File: src/rtl/mdbdi_pkg.sv
`timescale 1ns / 1ps
// ----------------------------------------------------------------------------
// mdbdi_pkg
// Shared types and constants of the block dequantizer and inverse DCT.
// ----------------------------------------------------------------------------
package mdbdi_pkg;

  // Item classes passed from the intake queue to the engine
  localparam logic [1:0] OP_CODE   = 2'd0;
  localparam logic [1:0] OP_QWRITE = 2'd1;
  localparam logic [1:0] OP_MWRITE = 2'd2;
  localparam logic [1:0] OP_NONE   = 2'd3;

  // Input kinds
  localparam logic [1:0] KIND_CODE   = 2'd0;
  localparam logic [1:0] KIND_QWRITE = 2'd1;
  localparam logic [1:0] KIND_MWRITE = 2'd2;

  localparam logic [15:0] PAD_WORD = 16'hFE00;
  localparam logic [2:0]  LAST_BLOCK = 3'd5;

  typedef struct packed {
    logic [1:0]         op;
    logic [15:0]        word;
    logic [6:0]         idx;
    logic signed [15:0] tval;
  } item_t;

  localparam logic [5:0] ZIGZAG [64] = '{
    6'd0,  6'd1,  6'd8,  6'd16, 6'd9,  6'd2,  6'd3,  6'd10,
    6'd17, 6'd24, 6'd32, 6'd25, 6'd18, 6'd11, 6'd4,  6'd5,
    6'd12, 6'd19, 6'd26, 6'd33, 6'd40, 6'd48, 6'd41, 6'd34,
    6'd27, 6'd20, 6'd13, 6'd6,  6'd7,  6'd14, 6'd21, 6'd28,
    6'd35, 6'd42, 6'd49, 6'd56, 6'd57, 6'd50, 6'd43, 6'd36,
    6'd29, 6'd22, 6'd15, 6'd23, 6'd30, 6'd37, 6'd44, 6'd51,
    6'd58, 6'd59, 6'd52, 6'd45, 6'd38, 6'd31, 6'd39, 6'd46,
    6'd53, 6'd60, 6'd61, 6'd54, 6'd47, 6'd55, 6'd62, 6'd63};

endpackage

File: src/rtl/mdbdi_front.sv
`timescale 1ns / 1ps
// ----------------------------------------------------------------------------
// mdbdi_front
// Intake: classify each word and hold it in a two-entry queue.
// ----------------------------------------------------------------------------
module mdbdi_front import mdbdi_pkg::*; (
  input  logic               clk,
  input  logic               rst,
  input  logic               start,
  output logic               busy,
  input  logic [1:0]         kind,
  input  logic [15:0]        code_word,
  input  logic [6:0]         table_index,
  input  logic signed [15:0] table_value,
  output logic               q_valid,
  output item_t              q_item,
  input  logic               q_pop
);

  item_t      entry [2];
  logic       wr_ptr;
  logic       rd_ptr;
  logic [1:0] count;
  logic       push;
  item_t      item_in;

  assign busy    = (count == 2'd2);
  assign push    = start && !busy;
  assign q_valid = (count != 2'd0);
  assign q_item  = entry[rd_ptr];

  // Fold meaningless items (kind 3, matrix index past 63) into no-ops
  always_comb begin
    item_in.word = code_word;
    item_in.idx  = table_index;
    item_in.tval = table_value;
    case (kind)
      KIND_CODE:   item_in.op = OP_CODE;
      KIND_QWRITE: item_in.op = OP_QWRITE;
      KIND_MWRITE: item_in.op = table_index[6] ? OP_NONE : OP_MWRITE;
      default:     item_in.op = OP_NONE;
    endcase
  end

  always_ff @(posedge clk) begin
    if (push) begin
      entry[wr_ptr] <= item_in;
    end
  end

  always_ff @(posedge clk) begin
    if (rst) begin
      wr_ptr <= 1'b0;
      rd_ptr <= 1'b0;
      count  <= 2'd0;
    end else begin
      if (push) begin
        wr_ptr <= !wr_ptr;
      end
      if (q_pop) begin
        rd_ptr <= !rd_ptr;
      end
      if (push && !q_pop) begin
        count <= count + 2'd1;
      end else if (!push && q_pop) begin
        count <= count - 2'd1;
      end
    end
  end

endmodule

File: src/rtl/mdbdi_back.sv
`timescale 1ns / 1ps
// ----------------------------------------------------------------------------
// mdbdi_back
// Engine: dequantize code words into the coefficient store, then run the
// two-pass inverse DCT on a shared multiply-accumulate pipeline.
// ----------------------------------------------------------------------------
module mdbdi_back import mdbdi_pkg::*; (
  input  logic               clk,
  input  logic               rst,
  input  logic               q_valid,
  input  item_t              q_item,
  output logic               q_pop,
  output logic               strobe,
  output logic signed [15:0] sample,
  output logic [5:0]         sample_index,
  output logic [2:0]         block_number,
  output logic               last
);

  localparam logic [2:0] ST_IDLE = 3'd0;
  localparam logic [2:0] ST_QRD  = 3'd1;
  localparam logic [2:0] ST_MUL1 = 3'd2;
  localparam logic [2:0] ST_MUL2 = 3'd3;
  localparam logic [2:0] ST_IDCT = 3'd4;

  logic [2:0] state;
  logic       in_block;
  logic [5:0] scale;
  logic [6:0] pos;
  logic [2:0] bim;
  logic signed [9:0] lvl;
  logic       dc;
  logic [6:0] qaddr;

  // Stores
  logic [7:0]         qmem [128];
  logic [127:0]       qv;
  logic signed [15:0] mmem [64];
  logic signed [10:0] cmem [64];
  logic [63:0]        cv;
  logic signed [13:0] bufm [64];

  logic [7:0]         qdata;
  logic               qdv;
  logic signed [18:0] prod1;

  // Word intake
  logic [6:0] pos_sum;
  logic       pop_code, pop_open, pop_end, pop_coef;
  assign q_pop    = (state == ST_IDLE) && q_valid;
  assign pos_sum  = pos + {1'b0, q_item.word[15:10]} + 7'd1;
  assign pop_code = q_pop && (q_item.op == OP_CODE);
  assign pop_open = pop_code && !in_block && (q_item.word != PAD_WORD);
  assign pop_end  = pop_code && in_block && pos_sum[6];
  assign pop_coef = pop_code && in_block && !pos_sum[6];

  // Dequantize
  logic signed [8:0]  q_op;
  logic signed [25:0] scaled, rnd, vsel;
  logic signed [10:0] cval;
  logic [5:0]         waddr;
  always_comb begin
    q_op   = (scale == 6'd0) ? 9'sd2 : (qdv ? $signed({1'b0, qdata}) : 9'sd1);
    scaled = {{7{prod1[18]}}, prod1} * $signed({20'd0, scale});
    rnd    = (scaled + 26'sd4) >>> 3;
    vsel   = (dc || scale == 6'd0) ? {{7{prod1[18]}}, prod1} : rnd;
    if (vsel < -26'sd1024) begin
      cval = -11'sd1024;
    end else if (vsel > 26'sd1023) begin
      cval = 11'sd1023;
    end else begin
      cval = vsel[10:0];
    end
    waddr = (scale != 6'd0) ? ZIGZAG[pos[5:0]] : pos[5:0];
  end

  // IDCT sequencer and pipeline
  logic [9:0] cnt;
  logic       issuing;
  logic [5:0] src_addr, m_addr;
  logic       p1_v, p1_pass;
  logic [5:0] p1_o;
  logic [2:0] p1_z;
  logic signed [10:0] c_rd;
  logic       cv_rd;
  logic signed [13:0] b_rd;
  logic signed [15:0] m_rd;
  logic       p2_v, p2_pass;
  logic [5:0] p2_o;
  logic [2:0] p2_z;
  logic signed [26:0] prod;
  logic signed [31:0] acc, sum, res;
  logic signed [13:0] srcv;
  logic signed [12:0] mq;
  logic signed [15:0] sat;
  logic       p2_done;

  assign src_addr = {cnt[2:0], cnt[8:6]};
  assign m_addr   = {cnt[2:0], cnt[5:3]};

  always_comb begin
    srcv = p1_pass ? b_rd : (cv_rd ? {{3{c_rd[10]}}, c_rd} : 14'sd0);
    mq   = m_rd[15:3];
    sum  = ((p2_z == 3'd0) ? 32'sd0 : acc) + {{5{prod[26]}}, prod};
    res  = (sum + 32'sd4095) >>> 13;
    if (res < -32'sd32768) begin
      sat = -16'sd32768;
    end else if (res > 32'sd32767) begin
      sat = 16'sd32767;
    end else begin
      sat = res[15:0];
    end
    p2_done = p2_v && p2_pass && (p2_z == 3'd7) && (p2_o == 6'd63);
  end

  // Memories
  always_ff @(posedge clk) begin
    if (q_pop && q_item.op == OP_QWRITE) begin
      qmem[q_item.idx] <= q_item.tval[7:0];
    end
    if (q_pop && q_item.op == OP_MWRITE) begin
      mmem[q_item.idx[5:0]] <= q_item.tval;
    end
    if (state == ST_MUL2) begin
      cmem[waddr] <= cval;
    end
    if (p2_v && !p2_pass && p2_z == 3'd7) begin
      bufm[p2_o] <= res[13:0];
    end
    qdata <= qmem[qaddr];
    c_rd  <= cmem[src_addr];
    b_rd  <= bufm[src_addr];
    m_rd  <= mmem[m_addr];
  end

  // Datapath registers
  always_ff @(posedge clk) begin
    qdv   <= qv[qaddr];
    cv_rd <= cv[src_addr];
    if (state == ST_MUL1) begin
      prod1 <= lvl * q_op;
    end
    if (pop_open || pop_coef) begin
      lvl <= q_item.word[9:0];
    end
    p1_pass <= cnt[9];
    p1_o    <= cnt[8:3];
    p1_z    <= cnt[2:0];
    p2_pass <= p1_pass;
    p2_o    <= p1_o;
    p2_z    <= p1_z;
    prod    <= srcv * mq;
    if (p2_v) begin
      acc <= sum;
    end
    sample       <= sat;
    sample_index <= p2_o;
    block_number <= bim;
    last         <= (p2_o == 6'd63);
  end

  // Control
  always_ff @(posedge clk) begin
    if (rst) begin
      state    <= ST_IDLE;
      in_block <= 1'b0;
      scale    <= 6'd0;
      pos      <= 7'd0;
      bim      <= 3'd0;
      dc       <= 1'b0;
      qaddr    <= 7'd0;
      qv       <= '0;
      cv       <= '0;
      cnt      <= 10'd0;
      issuing  <= 1'b0;
      p1_v     <= 1'b0;
      p2_v     <= 1'b0;
      strobe   <= 1'b0;
    end else begin
      p1_v   <= issuing;
      p2_v   <= p1_v;
      strobe <= p2_v && p2_pass && (p2_z == 3'd7);
      case (state)
        ST_IDLE: begin
          if (q_pop && q_item.op == OP_QWRITE) begin
            qv[q_item.idx] <= 1'b1;
          end
          if (pop_open) begin
            cv       <= '0;
            scale    <= q_item.word[15:10];
            pos      <= 7'd0;
            in_block <= 1'b1;
            dc       <= 1'b1;
            qaddr    <= {(bim < 3'd2), 6'd0};
            state    <= ST_QRD;
          end
          if (pop_coef) begin
            pos   <= pos_sum;
            dc    <= 1'b0;
            qaddr <= {(bim < 3'd2), pos_sum[5:0]};
            state <= ST_QRD;
          end
          if (pop_end) begin
            cnt     <= 10'd0;
            issuing <= 1'b1;
            state   <= ST_IDCT;
          end
        end
        ST_QRD: begin
          state <= ST_MUL1;
        end
        ST_MUL1: begin
          state <= ST_MUL2;
        end
        ST_MUL2: begin
          cv[waddr] <= 1'b1;
          state     <= ST_IDLE;
        end
        ST_IDCT: begin
          if (issuing) begin
            cnt <= cnt + 10'd1;
            if (cnt == 10'd1023) begin
              issuing <= 1'b0;
            end
          end
          if (p2_done) begin
            in_block <= 1'b0;
            pos      <= 7'd0;
            bim      <= (bim >= LAST_BLOCK) ? 3'd0 : bim + 3'd1;
            state    <= ST_IDLE;
          end
        end
        default: begin
          state <= ST_IDLE;
        end
      endcase
    end
  end

endmodule

File: src/rtl/mdec_block_dequant_idct_top.sv
`timescale 1ns / 1ps
// ----------------------------------------------------------------------------
// mdec_block_dequant_idct_top
// Run-length block decoder: dequantization, zigzag reorder, 2-pass IDCT.
// ----------------------------------------------------------------------------
//  channel  | handshake        | word contents
//  ---------+------------------+---------------------------------------------
//  input    | start / busy     | kind, code_word, table_index, table_value
//  result   | strobe (no stall)| sample, sample_index, block_number, last
//
//  Table writes complete as they are popped; a coefficient word passes a
//  quantizer read and two multiply states, the second storing the result. A
//  word that closes a block starts the IDCT: 2 x 512 multiply-accumulate
//  steps on one shared multiplier, one sample per eight-term sum in pass two.
//  The two-entry intake queue raises busy only when full; results cannot be
//  stalled. Reset clears the quantizer valid bits, so every entry reads as
//  one at once: no clearing pass.
// ----------------------------------------------------------------------------
module mdec_block_dequant_idct_top import mdbdi_pkg::*; (
  input  logic               clk,
  input  logic               rst,
  input  logic               start,
  output logic               busy,
  input  logic [1:0]         kind,
  input  logic [15:0]        code_word,
  input  logic [6:0]         table_index,
  input  logic signed [15:0] table_value,
  output logic               strobe,
  output logic signed [15:0] sample,
  output logic [5:0]         sample_index,
  output logic [2:0]         block_number,
  output logic               last
);

  logic  q_valid;
  logic  q_pop;
  item_t q_item;

  // Classify and hold incoming words
  mdbdi_front u_front (
    .clk         (clk),
    .rst         (rst),
    .start       (start),
    .busy        (busy),
    .kind        (kind),
    .code_word   (code_word),
    .table_index (table_index),
    .table_value (table_value),
    .q_valid     (q_valid),
    .q_item      (q_item),
    .q_pop       (q_pop)
  );

  // Dequantize and transform
  mdbdi_back u_back (
    .clk          (clk),
    .rst          (rst),
    .q_valid      (q_valid),
    .q_item       (q_item),
    .q_pop        (q_pop),
    .strobe       (strobe),
    .sample       (sample),
    .sample_index (sample_index),
    .block_number (block_number),
    .last         (last)
  );

  // Samples leave one per eight-term accumulation, never back to back
  a_strobe_gap: assert property (@(posedge clk) disable iff (rst)
    strobe |=> !strobe) else $error("samples emitted back to back");

  // The final sample of a block sits at the last raster position
  a_last_pos: assert property (@(posedge clk) disable iff (rst)
    (strobe && last) |-> (sample_index == 6'd63)) else $error("last misplaced");

  // The engine never drains an empty queue
  a_pop_valid: assert property (@(posedge clk) disable iff (rst)
    q_pop |-> q_valid) else $error("pop from empty queue");

endmodule

File: config.mk
export PLATFORM = sky130hd
export DESIGN_NAME = mdec_block_dequant_idct_top
export DESIGN_NICKNAME = d
export VERILOG_FILES = /design/src/rtl/mdbdi_pkg.sv /design/src/rtl/mdbdi_front.sv /design/src/rtl/mdbdi_back.sv /design/src/rtl/mdec_block_dequant_idct_top.sv
export SDC_FILE = /design/constraint.sdc
export NUM_CORES = 2
export LEC_CHECK = 0
export BUFFER_PORTS_ARGS = -buffer_cell sky130_fd_sc_hd__buf_4
export CORE_UTILIZATION = 30
export CTS_CLUSTER_DIAMETER = 100
export DETAILED_ROUTE_END_ITERATION = 8
export PLACE_DENSITY = 0.4
export RECOVER_POWER = 50
export SLEW_MARGIN = 5
export SYNTH_ARGS = -nofsm -noshare
export SYNTH_HDL_FRONTEND = slang
export SYNTH_SLANG_ARGS = --single-unit
File: constraint.sdc
create_clock -name clk -period 28.2 [get_ports clk]
set_input_delay 5.64 -clock clk [delete_from_list [all_inputs] [get_ports clk]]
set_output_delay 5.64 -clock clk [all_outputs]
set_load 0.05 [all_outputs]
==> reports/summary.md <==
The run finished, with violations left. The checks that failed: capacitance limit, slew limit. The cell area that synthesis handed to floorplanning was 0.167 mm^2. The run gives 1.04 ns as the clock insertion delay at the later pin of the skew report. Post-CTS timing repair inserted 0 buffers for setup. The via count of the first global-routing pass is 90346, and the async set or reset register ratio after synthesis is 0.

After clock tree synthesis, the clock-pin slew on the worst setup and hold paths is 0.06 ns. The sequential-to-total area share from yosys stat is 0.689, and the total cell area at the placement stage is 0.178 mm^2. In this run the worst setup path terminates at u_back.mmem[10][7].

The tools report the cell chosen for the clock root as sky130_fd_sc_hd__clkbuf_16. The maximum clock insertion buffer count came out at 4. The tool flagged a number of max-cap violations equal to 47. For this block, the routed nets add up to 464000 um of wire. The detailed router's first-iteration violation count was 6507; the share of the cycle needed by the critical path after routing was 0.385.

After routing the design area is 0.191 mm^2. TritonCTS built the clock tree. The internal reg-to-reg setup slack came out at 17.34 ns.

Dividing the detail-routed wire length by the instance count gives 26.3 um. The core region is 0.556 mm^2. VDD sags by at most 0.0803 mV. Walking the worst path, the cells encountered are clkbuf_1 > mux2_1 > clkbuf_1. The die is 749 um tall. The run gives 10.83 ns as the data arrival time at the worst-slack endpoint.

When the netlist entered floorplanning its net count stood at 10079. Setup repair after global routing left no endpoint under its margin. The number of buffer cells added on primary ports is 71, and the final count of pins violating max slew is 2769. The H-tree depth came out at 5. The final number of hold-violating endpoints was 0. The maximum net fanout on the critical path is 100, and the setup TNS is 0 ns. The tools report the initial core utilization as 0.301. By instance count, the cell type seen most on the critical path is sky130_fd_sc_hd__clkbuf_1. Entering global routing, the biggest net connects 122 pins. The worst reg2reg path endpoint is u_back.mmem[10][7]. The average cell area after synthesis is 17.6 um^2. For the number of warnings issued by yosys, the log shows 0. Among all flip-flop cells after synthesis, the most frequent one is sky130_fd_sc_hd__edfxtp_1.

Setup violations remaining at the end of the flow were counted as 0. The largest total area in the synthesized netlist belongs to sky130_fd_sc_hd__edfxtp_1. 72 I/O pins were placed. Number of enable-type register cells in the synthesized netlist: 3599. The routed design could run at a clock period as short as 10.86 ns.

The slowest cell on the critical path is sky130_fd_sc_hd__clkbuf_1. The logs give 3959 for the number of sinks handled by clock tree synthesis and 10365 for the final net count. The share of the synthesized area in the top cell type works out to 0.646. Buffers inserted to repair hold after CTS numbered 0. The logs give 671000 um for the first-pass GRT wire length and 0.561 mm^2 for the overall die area. The x dimension of the die is 749 um.

In the routed design, unresolved DRC markers number 0. STA puts the critical path data required time at 28.16 ns. The core occupancy in the finished layout was 0.344; the via density per instance was 4.86. The wire-length estimate of the detail-placed layout is 285000 um.

The run gives 0 as the number of gates resized after CTS. The tools report the headroom to the max-slew limit as -4.64. On the worst path, the slowest cell contributes a delay of 3.69 ns.

The tightest min-delay check is of the reg2reg type. The row count came out at 274. The routed layout has 85739 vias. Critical path startpoint category: a flip-flop. After synthesis the netlist holds a flip-flop and latch count of 3959.

Total clock buffers created by CTS: 438. Summed over all cells, the static leakage comes to 60.1 nW. The area overhead of the layout relative to synthesis was 14.2%; the count of different cell masters after synthesis was 101.

Kind of critical path: reg2reg. By area the synthesized netlist is led by sky130_fd_sc_hd__edfxtp_1 65%, sky130_fd_sc_hd__mux4_2 12%, sky130_fd_sc_hd__dfxtp_1 4.3%. For the post-synthesis cell count, the log shows 9505.

STA classifies the critical path endpoint as a flip-flop. At the pin with the least slew margin, the transition time is 8.46 ns. Based on the critical path, the design can be clocked at up to 92.0 MHz. The overall routing resource usage was 0.163; the fraction of layout instances using a drive strength above 1 was 0.197. The total power density per cell area works out to 77.8 mW/mm^2. For the worst-case clock skew, the log shows 0.144 ns.

Initial antenna violation count: 14. After global routing the overflow that remains totals 0. Placer's final routability congestion estimate: 0.764. Worst reg-to-reg path cell count: 3. The count of nets left with antenna violations once routing finished came out at 0.

The pre-antenna-repair detailed-routing pass consisted of 7 iterations.
## cell usage after synthesis (all sizes together) (8+ instances only)
cell,count
a211oi,23
a21o,39
a21oi,389
a22o,13
a22oi,20
a31oi,10
and2,205
and3,24
buf,101
clkbuf,377
dfxtp,360
edfxtp,3599
fa,320
ha,210
inv,438
mux2,144
mux2i,326
mux4,885
nand2,401
nand2b,19
nand3,65
nand3b,8
nand4,13
nor2,710
nor2b,64
nor3,48
nor4,10
o21a,14
o21ai,181
o21ba,21
o21bai,11
o221ai,104
o22ai,107
o31ai,10
or2,14
or3,17
xnor2,70
xor2,39
## layer usage
layer / up-vias / global-route usage / wire, um
met3: 535 / 0.0207 / 17600
met1: 45978 / 0.235 / 218000
met5: - / 0 / 0
li1: 37578 / - / -
met2: 1648 / 0.264 / 219000
met4: 0 / 0.0315 / 9030
## worst min path at each step
| stage | from | end | slack (ns) | cells after the start |
|---|---|---|---|---|
| floorplan | u_back.p1_o[0] | u_back.p2_o[0] | 0.31 | 0 |
| global placement | u_back.p1_o[3] | u_back.p2_o[3] | 0.31 | 0 |
| detailed placement | u_back.p1_o[0] | u_back.p2_o[0] | 0.31 | 0 |
| CTS | u_back.p1_z[0] | u_back.p2_z[0] | 0.31 | 0 |
| global route | u_back.p1_z[0] | u_back.p2_z[0] | 0.32 | 0 |
| finish | u_back.p1_z[0] | u_back.p2_z[0] | 0.32 | 0 |
## cell families after synthesis
logic type	count (synthesis)	synth area share
mux	1355	0.148
simple gates	1623	0.0440
fa+ha+maj	530	0.0540
compound gates	1013	0.0389
buf+inv	916	0.0207
xor+xnor	109	0.00570
flops	3959	0.689
## power breakdown
part | internal (W) | switching [W]
clock network | 0.00310 | 0.00240
logic | 0.000397 | 0.00157
registers | 0.00732 | 0.0000822
## flip-flops by register name (all words and copies together), names as in the netlist, 11 cells and up, named ones only
name / count
u_back.qmem: 1024
u_back.bufm: 896
u_back.mmem: 832
u_back.cmem: 704
u_back.qv: 128
u_front.entry: 82
u_back.cv: 64
u_back.acc: 32
u_back.prod: 27
u_back.prod1: 19
u_back.sample: 16
u_back.b_rd: 14
u_back.m_rd: 13
u_back.c_rd: 11
## layout by cell type (no fill, tap or decap), drive strengths merged, types with 21 or more instances in the layout
cell type,n
a211oi,23
a21o,39
a21oi,389
and2,205
and3,24
buf,204
clkbuf,701
clkinv,206
dfxtp,360
edfxtp,3599
fa,320
ha,210
inv,455
mux2,144
mux2i,326
mux4,885
nand2,401
nand3,65
nor2,710
nor2b,64
nor3,48
o21ai,181
o21ba,21
o221ai,104
o22ai,107
xnor2,70
xor2,39
## area by class of cell
cell class              count  area, um^2
diodes                      6        15.0
clock buffers             581       12000
repair buffers            324        2090
fillers                 52678      365000
well taps                7452        9320
flip-flops and latches   3959      115000
inverters                 438        1640
multi-input cells        4630       49000
clock inverters           240        1780
## worst max-delay path: cells and delay by family (launching register included)
| kind | cells | cell delay, ns |
|---|---|---|
| buffers and inverters | 2 | 5.40 |
| DFF | 1 | 1.36 |
| muxes | 1 | 2.71 |
## per-stage QoR
stage | std cells | hold WS [ns] | worst slack (ns) | power (W)
after floorplan | 9505 | 0.310 | 19.30 | 0.00853
after CTS | 17624 | 0.308 | 20.12 | 0.0151
after global routing | 17626 | 0.322 | 16.40 | 0.0155
after global placement | 16803 | 0.311 | 20.25 | 0.00947
after detailed placement | 16803 | 0.312 | 20.26 | 0.00954
final | 17630 | 0.315 | 17.34 | 0.0149
Power figures use the tool's default switching activity.
